--- src/rtl/core/tzbd_pkg.sv ---
package tzbd_pkg;

    typedef struct packed {
        logic [3:0]  touch_points;
        logic [11:0] raw_x;
        logic [11:0] raw_y;
        logic [31:0] now_ms;
    } poll_t;

    typedef struct packed {
        logic        pressed;
        logic [11:0] pos_x;
        logic [11:0] pos_y;
        logic [2:0]  button;
    } report_t;

    typedef struct packed {
        logic [1:0]  rotation;
        logic [12:0] native_width;
        logic [12:0] native_height;
        logic [15:0] min_gap_ms;
        logic        coords_prescaled;
    } cfg_t;

    typedef struct packed {
        logic        was_down;
        logic [31:0] last_fire_ms;
        logic [11:0] last_x;
        logic [11:0] last_y;
    } track_t;

    localparam logic [2:0] CFG_ROTATION   = 3'd0;
    localparam logic [2:0] CFG_NATIVE_W   = 3'd1;
    localparam logic [2:0] CFG_NATIVE_H   = 3'd2;
    localparam logic [2:0] CFG_DEBOUNCE   = 3'd3;
    localparam logic [2:0] CFG_PRESCALED  = 3'd4;

    localparam logic [2:0] BTN_NONE   = 3'd0;
    localparam logic [2:0] BTN_UP     = 3'd1;
    localparam logic [2:0] BTN_DOWN   = 3'd2;
    localparam logic [2:0] BTN_LEFT   = 3'd3;
    localparam logic [2:0] BTN_RIGHT  = 3'd4;
    localparam logic [2:0] BTN_CENTER = 3'd5;

    localparam logic [1:0] ROT_0   = 2'd0;
    localparam logic [1:0] ROT_90  = 2'd1;
    localparam logic [1:0] ROT_180 = 2'd2;
    localparam logic [1:0] ROT_270 = 2'd3;

    localparam logic [12:0] DIM_MAX = 13'd4096;

    // n * RECIP5 >> RECIP5_SHIFT equals n / 5 for every n below 81920
    localparam logic [15:0] RECIP5       = 16'd52429;
    localparam int          RECIP5_SHIFT = 18;

    localparam logic [12:0] RST_NATIVE_W = 13'd320;
    localparam logic [12:0] RST_NATIVE_H = 13'd480;
    localparam logic [15:0] RST_DEBOUNCE = 16'd50;

endpackage

--- src/rtl/core/tzbd_core.sv ---
module tzbd_core #(
    parameter int PANEL_W = 320,
    parameter int PANEL_H = 480
) (
    input  tzbd_pkg::poll_t   item,
    input  tzbd_pkg::cfg_t    cfg,
    input  tzbd_pkg::track_t  track,
    output tzbd_pkg::report_t report,
    output tzbd_pkg::track_t  track_next
);
    import tzbd_pkg::*;

    localparam logic [15:0] PW_M1 = 16'(PANEL_W - 1);
    localparam logic [15:0] PH_M1 = 16'(PANEL_H - 1);

    logic [12:0] nw;
    logic [12:0] nh;
    logic [12:0] w;
    logic [12:0] h;
    logic [15:0] fx;
    logic [15:0] fy;
    logic [15:0] sx;
    logic [15:0] sy;
    logic [11:0] cx;
    logic [11:0] cy;
    logic [28:0] h5_prod;
    logic [30:0] h45_prod;
    logic [10:0] h_fifth;
    logic [12:0] h_four_fifths;
    logic [10:0] w_quarter;
    logic [14:0] w_triple;
    logic [12:0] w_three_quarters;
    logic [31:0] elapsed;
    logic        touched;
    logic        fire;
    logic [2:0]  zone;

    always_comb
    begin
        if (cfg.native_width == 13'd0)
            nw = 13'd1;
        else if (cfg.native_width > DIM_MAX)
            nw = DIM_MAX;
        else
            nw = cfg.native_width;
        if (cfg.native_height == 13'd0)
            nh = 13'd1;
        else if (cfg.native_height > DIM_MAX)
            nh = DIM_MAX;
        else
            nh = cfg.native_height;
    end

    assign w = cfg.rotation[0] ? nh : nw;
    assign h = cfg.rotation[0] ? nw : nh;

    // mirrored coordinates wrap at 16 bits; the clamp folds them to the edge
    assign fx = PW_M1 - {4'b0, item.raw_x};
    assign fy = PH_M1 - {4'b0, item.raw_y};

    always_comb
    begin
        if (cfg.coords_prescaled)
        begin
            sx = {4'b0, item.raw_x};
            sy = {4'b0, item.raw_y};
        end
        else
        begin
            unique case (cfg.rotation)
                ROT_0:
                begin
                    sx = {4'b0, item.raw_x};
                    sy = {4'b0, item.raw_y};
                end
                ROT_90:
                begin
                    sx = {4'b0, item.raw_y};
                    sy = fx;
                end
                ROT_180:
                begin
                    sx = fx;
                    sy = fy;
                end
                ROT_270:
                begin
                    sx = fy;
                    sy = {4'b0, item.raw_x};
                end
                default:
                begin
                    sx = {4'b0, item.raw_x};
                    sy = {4'b0, item.raw_y};
                end
            endcase
        end
    end

    logic [12:0] w_m1;
    logic [12:0] h_m1;
    assign w_m1 = w - 13'd1;
    assign h_m1 = h - 13'd1;
    assign cx = (sx >= {3'b0, w}) ? w_m1[11:0] : sx[11:0];
    assign cy = (sy >= {3'b0, h}) ? h_m1[11:0] : sy[11:0];

    assign h5_prod          = {16'b0, h} * {13'b0, RECIP5};
    assign h45_prod         = {16'b0, h, 2'b00} * {15'b0, RECIP5};
    assign h_fifth          = h5_prod[28:RECIP5_SHIFT];
    assign h_four_fifths    = h45_prod[30:RECIP5_SHIFT];
    assign w_quarter        = w[12:2];
    assign w_triple         = {2'b0, w} + {1'b0, w, 1'b0};
    assign w_three_quarters = w_triple[14:2];

    always_comb
    begin
        priority if ({1'b0, cy} < {1'b0, h_fifth, 1'b0} >> 1)
            zone = BTN_UP;
        else if ({1'b0, cy} > h_four_fifths)
            zone = BTN_DOWN;
        else if ({1'b0, cx} < {2'b0, w_quarter})
            zone = BTN_LEFT;
        else if ({1'b0, cx} > w_three_quarters)
            zone = BTN_RIGHT;
        else
            zone = BTN_CENTER;
    end

    assign touched = item.touch_points != 4'd0;
    assign elapsed = item.now_ms - track.last_fire_ms;
    assign fire    = touched && !track.was_down && (elapsed >= {16'b0, cfg.min_gap_ms});

    always_comb
    begin
        track_next = track;
        if (touched)
        begin
            track_next.was_down = 1'b1;
            track_next.last_x   = cx;
            track_next.last_y   = cy;
            if (fire)
                track_next.last_fire_ms = item.now_ms;
        end
        else
            track_next.was_down = 1'b0;
    end

    assign report.pressed = touched;
    assign report.pos_x   = track_next.last_x;
    assign report.pos_y   = track_next.last_y;
    assign report.button  = fire ? zone : BTN_NONE;

endmodule

--- src/rtl/core/touch_zone_button_decoder.sv ---
// Stages: the poll register, then the report register that holds each report.
// Throughput: one poll per cycle unless report_ready stalls; the zone logic sits
// between the poll and report registers, with press state updated as polls advance.
// Reset: rst_n is asynchronous, active low; it empties both stages, clears the
// press tracking state and loads the register defaults (0, 320, 480, 50, 0).
module touch_zone_button_decoder #(
    parameter int PANEL_W = 320,
    parameter int PANEL_H = 480
) (
    input  logic              clk,
    input  logic              rst_n,
    input  logic              poll_valid,
    output logic              poll_ready,
    input  tzbd_pkg::poll_t   poll,
    output logic              report_valid,
    input  logic              report_ready,
    output tzbd_pkg::report_t report,
    input  logic              cfg_valid,
    output logic              cfg_ready,
    input  logic [2:0]        cfg_index,
    input  logic [15:0]       cfg_data
);
    import tzbd_pkg::*;

    cfg_t    cfg_reg;
    track_t  track_reg;
    track_t  track_next;
    poll_t   stage_reg;
    logic    stage_valid_reg;
    report_t report_reg;
    report_t report_next;
    logic    report_valid_reg;
    logic    advance;

    assign cfg_ready = 1'b1;

    always_ff @(posedge clk or negedge rst_n)
    begin
        if (!rst_n)
        begin
            cfg_reg.rotation         <= ROT_0;
            cfg_reg.native_width     <= RST_NATIVE_W;
            cfg_reg.native_height    <= RST_NATIVE_H;
            cfg_reg.min_gap_ms       <= RST_DEBOUNCE;
            cfg_reg.coords_prescaled <= 1'b0;
        end
        else if (cfg_valid)
        begin
            case (cfg_index)
                CFG_ROTATION:  cfg_reg.rotation         <= cfg_data[1:0];
                CFG_NATIVE_W:  cfg_reg.native_width     <= cfg_data[12:0];
                CFG_NATIVE_H:  cfg_reg.native_height    <= cfg_data[12:0];
                CFG_DEBOUNCE:  cfg_reg.min_gap_ms       <= cfg_data;
                CFG_PRESCALED: cfg_reg.coords_prescaled <= cfg_data[0];
                default: ;
            endcase
        end
    end

    assign advance    = stage_valid_reg && (!report_valid_reg || report_ready);
    assign poll_ready = !stage_valid_reg || advance;

    tzbd_core #(
        .PANEL_W (PANEL_W),
        .PANEL_H (PANEL_H)
    ) u_core (
        .item       (stage_reg),
        .cfg        (cfg_reg),
        .track      (track_reg),
        .report     (report_next),
        .track_next (track_next)
    );

    always_ff @(posedge clk or negedge rst_n)
    begin
        if (!rst_n)
        begin
            stage_valid_reg  <= 1'b0;
            report_valid_reg <= 1'b0;
            track_reg        <= '0;
        end
        else
        begin
            if (poll_valid && poll_ready)
                stage_valid_reg <= 1'b1;
            else if (advance)
                stage_valid_reg <= 1'b0;

            if (advance)
            begin
                report_valid_reg <= 1'b1;
                track_reg        <= track_next;
            end
            else if (report_ready)
                report_valid_reg <= 1'b0;
        end
    end

    always_ff @(posedge clk)
    begin
        if (poll_valid && poll_ready)
            stage_reg <= poll;
        if (advance)
            report_reg <= report_next;
    end

    assign report_valid = report_valid_reg;
    assign report       = report_reg;

`ifndef SYNTHESIS
    a_button_needs_press: assert property (@(posedge clk) disable iff (!rst_n)
        report_valid && report.button != BTN_NONE |-> report.pressed)
        else $error("button reported without a press");

    a_release_clears: assert property (@(posedge clk) disable iff (!rst_n)
        advance && stage_reg.touch_points == 4'd0 |=> !track_reg.was_down)
        else $error("release did not clear press tracking");

    a_fire_stamps_time: assert property (@(posedge clk) disable iff (!rst_n)
        advance && report_next.button != BTN_NONE
        |=> track_reg.last_fire_ms == $past(stage_reg.now_ms))
        else $error("fired press did not record its timestamp");

    a_stall_only_when_full: assert property (@(posedge clk) disable iff (!rst_n)
        !poll_ready |-> stage_valid_reg && report_valid_reg && !report_ready)
        else $error("poll stalled with room in the pipeline");
`endif

endmodule

--- config.mk ---
export PLATFORM = sky130hd
export DESIGN_NAME = touch_zone_button_decoder
export DESIGN_NICKNAME = d
export VERILOG_FILES = /design/src/rtl/core/tzbd_pkg.sv /design/src/rtl/core/tzbd_core.sv /design/src/rtl/core/touch_zone_button_decoder.sv
export SDC_FILE = /design/constraint.sdc
export NUM_CORES = 1
export LEC_CHECK = 0
export BUFFER_PORTS_ARGS = -buffer_cell sky130_fd_sc_hd__buf_2
export CORE_MARGIN = 5
export CORE_UTILIZATION = 39
export DETAILED_ROUTE_END_ITERATION = 10
export PLACE_DENSITY = 0.56
export SLEW_MARGIN = 40
export SYNTH_ARGS = -nofsm -noshare
export SYNTH_HDL_FRONTEND = slang
export SYNTH_SLANG_ARGS = --single-unit
--- constraint.sdc ---
create_clock -name clk -period 11.6 [get_ports clk]
set_clock_uncertainty 0.05 [all_clocks]
set_input_delay 1.16 -clock clk [delete_from_list [all_inputs] [get_ports clk]]
set_output_delay 1.16 -clock clk [all_outputs]
set_load 0.02 [all_outputs]
# Yosys cells after proc, flatten, opt, wreduce, memory -nomap -nowiden
# Cells that the tools add are included.
word_totals:
  regBits: 192
  elab_cells: 92
  output_inout_bits: 31
  in_bits: 84
classes:
  mux: 22
  multipliers: 2
  reduce_logical: 24
  add_sub_neg: 6
  n_bitwise: 1
  eq_ne: 7
  n_lt_le_gt_ge: 9
op_table:
  columns: ["op", "count"]
  rows:
  - ["one-hot mux 16 bit (4 select lines)", 2]
  - ["2-to-1 mux 13 bit", 6]
  - ["multiplier 13 x 16 -> 29 bit, second input constant", 2]
  - ["greater-or-equal comparator 16 x 13 -> 1 bit", 2]
  - ["greater-or-equal comparator 32 x 16 -> 1 bit", 1]
  - ["2-to-1 mux 16 bit", 2]
  - ["subtractor 32 bit", 1]
  - ["> comparator 12 x 13 -> 1 bit", 2]
  - ["> comparator 13 bit, second input constant", 2]
  - ["logical NOT 13 bit", 2]
  - ["subtractor 9 x 12 -> 13 bit, first input constant", 2]
  - ["less-than comparator 12 x 11 -> 1 bit", 2]
  - ["2-to-1 mux 12 bit", 2]
  - ["2-to-1 mux 24 bit", 1]
  - ["subtractor 12 x 1 -> 12 bit, second input constant", 2]
  - ["adder 13 x 14 -> 15 bit", 1]
  - ["AND reduction 2 bit", 5]
  - ["2-to-1 mux 1 bit", 7]
  - ["equality test 3 x 2 -> 1 bit, second input constant", 2]
  - ["equality test 2 bit, second input constant", 2]
  - ["logical AND 1 bit", 4]
  - ["2-to-1 mux 2 bit", 2]
  - ["nonzero test 2 bit", 2]
  - ["nonzero test 4 bit", 1]
  - ["11 further kinds", 14]

# Depth between registers and ports, before layout
depth:
  ltp_word: 11
  depth_mapped: 36
  mapped_depth_nobuf: 30

# Modules after synthesis
# A second synthesis with hierarchy kept.
hier_totals:
  hier_cells: 1789
  area_unflattened_um2: 17369.2
by_module_without_submodules:
  columns: ["mod", "area_per_inst_um2", "seq_area_each_um2", "n_inst", "cells_per_inst"]
  rows:
  - ["tzbd_core", 10756.6, 0.0, 1, 1471]
  - ["touch_zone_button_decoder", 6612.6, 5256.3, 1, 318]

# Worst setup path before layout
# OpenSTA, ideal clock, no wires.
synth_timing:
  path_kind: "reg2reg"
  startpoint: "reg cfg_reg[43] (netlist name)"
  endpoint: "reg report_reg, in the netlist report[0], data pin"
  setup_ps: 256
  path_buffers: 8
  period_less_slack_ps: 8231
  path_stages_with_launch: 34
  arrival_time_ps: 7925
  slack_ps: 3369
  cell_sequence: "dfrtp_1 buf_4 buf_2 buf_2 buf_6 buf_2 clkbuf_1 buf_1 clkbuf_1 a22oi_1 ha_1 fa_1 fa_1 fa_1 inv_1 fa_1 inv_1 ha_1 a21oi_1 o21ai_0 nor2b_1 nor3_1 o21ai_1 and2_1 nor2_1 xor2_1 ha_1 o21a_1 a311oi_1 maj3_2 maj3_2 maj3_2 o2111a_1 a22o_1"
synth_between:
  elab_chain_len: 10
synth_lines:
  columns: ["element", "line", "rtl"]
  rows:
  - ["start: declaration", "touch_zone_button_decoder.sv:25", "cfg_t cfg_reg;"]
  - ["parallel branches: the longest is 9 deep, another holds multiplier 13 x 16 -> 29 bit", null, null]
  - ["2-to-1 mux 1 bit *", "tzbd_core.sv:117", "priority if ({1'b0, cy} < {1'b0, h_fifth, 1'b0} >> 1)"]
  - ["end signal: assignment", "touch_zone_button_decoder.sv:104", "report_reg <= report_next;"]
  - ["end: declaration", "touch_zone_button_decoder.sv:30", "report_t report_reg;"]
# Every way passes the cells marked *.
# A chain may end at the register's enable or synchronous reset.

# Final worst setup path
layout_timing:
  startpoint: "reg cfg_reg[42] (netlist name)"
  endpoint: "reg report_reg, in the netlist report[0], data pin"
layout_between:
  elab_chain_len: 11
layout_lines:
  columns: ["element", "line", "rtl"]
  rows:
  - ["> comparator 13 bit", "tzbd_core.sv:42", "else if (cfg.native_width > DIM_MAX)"]
  - ["2-to-1 mux 13 bit", "tzbd_core.sv:42", null]
  - ["2-to-1 mux 13 bit *", "tzbd_core.sv:40", "if (cfg.native_width == 13'd0)"]
  - ["parallel branches: the longest is 7 deep, another holds multiplier 13 x 16 -> 29 bit", null, null]
  - ["2-to-1 mux 1 bit *", "tzbd_core.sv:117", null]
# Marks and branches as above.

==> flow_summary.json <==
{
  "routed_wirelength_microns": 41870,
  "worst_pin_slew_ps": 848.9,
  "drt_pass1_iterations": 5,
  "synth_area_per_cell_sq_um": 9.397,
  "grt_max_degree": 65,
  "largest_register_ff_count": 60,
  "pre_cts_ws_ps": 3405,
  "cap_violations": 0,
  "antennaDiodeCount": 0,
  "cp_slowest_cell": "dfrtp_1",
  "outcome": "finished clean",
  "tns_ps": 0,
  "start_util": 0.3957,
  "fmax_ghz": 0.1202,
  "drive_gt1_frac": 0.1431,
  "min_path_type": "reg -> reg",
  "yosysUniqueCellTypes": 89,
  "worstSetupPathType": "reg -> reg",
  "root_buffer": "clkbuf_16",
  "cts.path.max_buffers": 2,
  "post_cts_buffers": 0,
  "ys_async_sr_fraction": 0.5417,
  "clk_pin_slew_ps": 80,
  "post-route-min-period_ps": 8323,
  "design.core.area_sq_um": 42040,
  "ys_ff_latch": 192,
  "area_growth_pct": 10.78,
  "antenna_found_initial": 0,
  "rsz0062_at_grt": "no",
  "startpoint_type": "flip-flop",
  "cp-end-kind": "flip-flop",
  "grt_pass1_vias": 12890,
  "ant_nets": 0,
  "fin_hold_ws_ps": 432.5,
  "cts_buffers": 17,
  "fp.dieArea_sq_um": 46880,
  "worstPathArrival_ps": 8490,
  "drc": 0,
  "crit_family": "adder cells",
  "setup_slack_ps": 3277,
  "finalCritPeriodShare": 0.7175,
  "mostFrequentLayoutCells": "228 x ha_1, 224 x inv_1, 135 x nand2_1, 124 x o21ai_0, 119 x a21oi_1",
  "setup_viol": 0,
  "path_buf_inv": 6,
  "die_h_microns": 216.5,
  "track_usage": 0.1805,
  "num_vias": 12780,
  "cts_htree_levels": 4,
  "path_common_cell": "inv_1",
  "holdBufCountCts": 0,
  "synth_cells": 1770,
  "final-hold-violation-count": 0,
  "final_common_cell": "ha_1",
  "place_congestion": 0.9033,
  "num_rows": 75,
  "post_cts_resized": 0,
  "maxSlewViolCount": 0,
  "layout.nets": 2222,
  "grt-ovfl-total": 0,
  "io_buffer_count": 113,
  "seq_area_frac_synth": 0.3160,
  "io_pins": 115,
  "cts.sinks": 192,
  "netlist_area_sq_um": 16630,
  "drtIter0Drc": 708,
  "avgViaCountPerCell": 5.297,
  "critPathMaxStageDelay_ps": 700,
  "wl_per_cell_microns": 17.36,
  "grt_pass1_wl_microns": 67950,
  "crit_fanout": 18,
  "relSlewSlack": 0.4341,
  "dp_hpwl_microns": 33740,
  "ys_warn_count": 0,
  "cp_data_required_time_ps": 11770,
  "fp.dieW_microns": 216.5,
  "synth_edf_count": 88,
  "synthesis.nets": 2132,
  "cts_tree": "done",
  "synth_ff_type": "dfrtp_1",
  "clk_latency_ps": 460
}
## routing by layer
metal,share of wire,track usage
met1,0.45,0.2341
met2,0.49,0.3105
met3,0.032,0.02330
met4,0.028,0.06402
met5,0,0
## worst reg2reg max path: cells and delay by family (launching register included)
kind                     cells  cell delay, ps
AO/OA/AOI/OAI                8            1930
buffers and inverters        6             780
AND/OR/NAND/NOR              4             520
flip-flops                   1             700
XOR/XNOR                     1             160
adder cells (fa/ha/maj)     10            3960
## worst paths after layout
| path | slack [ps] | start | cells after the start | to |
|---|---|---|---|---|
| max | 3280 | cfg_reg[42] | 29 | report[0] |
| min | 430 | track_reg[19] | 2 | track_reg[19] |
| max reg2reg | 3280 | cfg_reg[42] | 29 | report[0] |
| min reg2reg | 430 | track_reg[19] | 2 | track_reg[19] |
| max in group asynchronous | 9780 | rst_n | 2 | track_reg[10] |
| min in group asynchronous | 620 | rst_n | 1 | track_reg[33] |
## area by class of cell
type,instances,area (sq um)
multi-input combinational,1294,10320
sequential,192,5260
clock inverter,11,108.9
inverter,225,844.6
fill,4082,23610
tap,539,674.4
clock buffer,21,493.0
timing repair buffer,130,726.9
## cells by family after synthesis
group	share of synthesized area
buffers and inverters	0.06567
and+or+nand+nor	0.1202
DFF	0.3160
xor gates and xnor gates	0.04889
other	0.0002254
adders and majority gates	0.2350
AOI/OAI and AO/OA	0.1690
muxes	0.04498
## Yosys cell counts (4+ instances only)
library cell / count / area share
fa_1: 50 / 0.060
mux2_2: 52 / 0.035
a311oi_1: 5 / 0.0026
inv_1: 224 / 0.051
ha_1: 228 / 0.17
a31oi_1: 23 / 0.0087
a22oi_1: 12 / 0.0054
buf_1: 6 / 0.0014
o31ai_1: 6 / 0.0027
nor3b_1: 14 / 0.0063
dfstp_2: 9 / 0.014
nand2b_1: 16 / 0.0060
dfrtp_1: 95 / 0.14
xor2_1: 32 / 0.017
o21ai_0: 124 / 0.037
o21ai_1: 16 / 0.0048
o211ai_1: 10 / 0.0045
maj3_2: 4 / 0.0027
a31o_2: 5 / 0.0026
a211oi_1: 10 / 0.0045
o22ai_1: 8 / 0.0030
nor2_1: 96 / 0.022
o21a_1: 21 / 0.0095
nor2b_1: 27 / 0.010
o21bai_1: 11 / 0.0050
clkbuf_1: 41 / 0.0093
nor4_1: 10 / 0.0038
buf_2: 9 / 0.0027
nor3_1: 13 / 0.0039
and2_1: 7 / 0.0026
mux2i_1: 11 / 0.0066
a21boi_0: 4 / 0.0018
a2111oi_0: 5 / 0.0026
nand3_1: 29 / 0.0087
edfxtp_1: 88 / 0.16
nand4_1: 22 / 0.0083
xnor2_1: 59 / 0.031
or3_1: 4 / 0.0015
a21oi_1: 119 / 0.036
nand2_1: 135 / 0.030
and3_1: 10 / 0.0038
a21o_1: 28 / 0.013
or2_2: 5 / 0.0019
## through the flow
step / instances / instance area (sq um) / utilization
floorplan: 1770 / 16630 / -
global placement: 2378 / 17760 / 0.4224
detailed placement: 2380 / 17810 / 0.4238
CTS: 2412 / 18420 / 0.4381
global route: 2412 / 18430 / 0.4383
finish: 2412 / 18430 / 0.4383
Power is left out: the tool's default activity adds up to more than one toggle a clock period on the data nets, which glitch-free logic cannot reach.
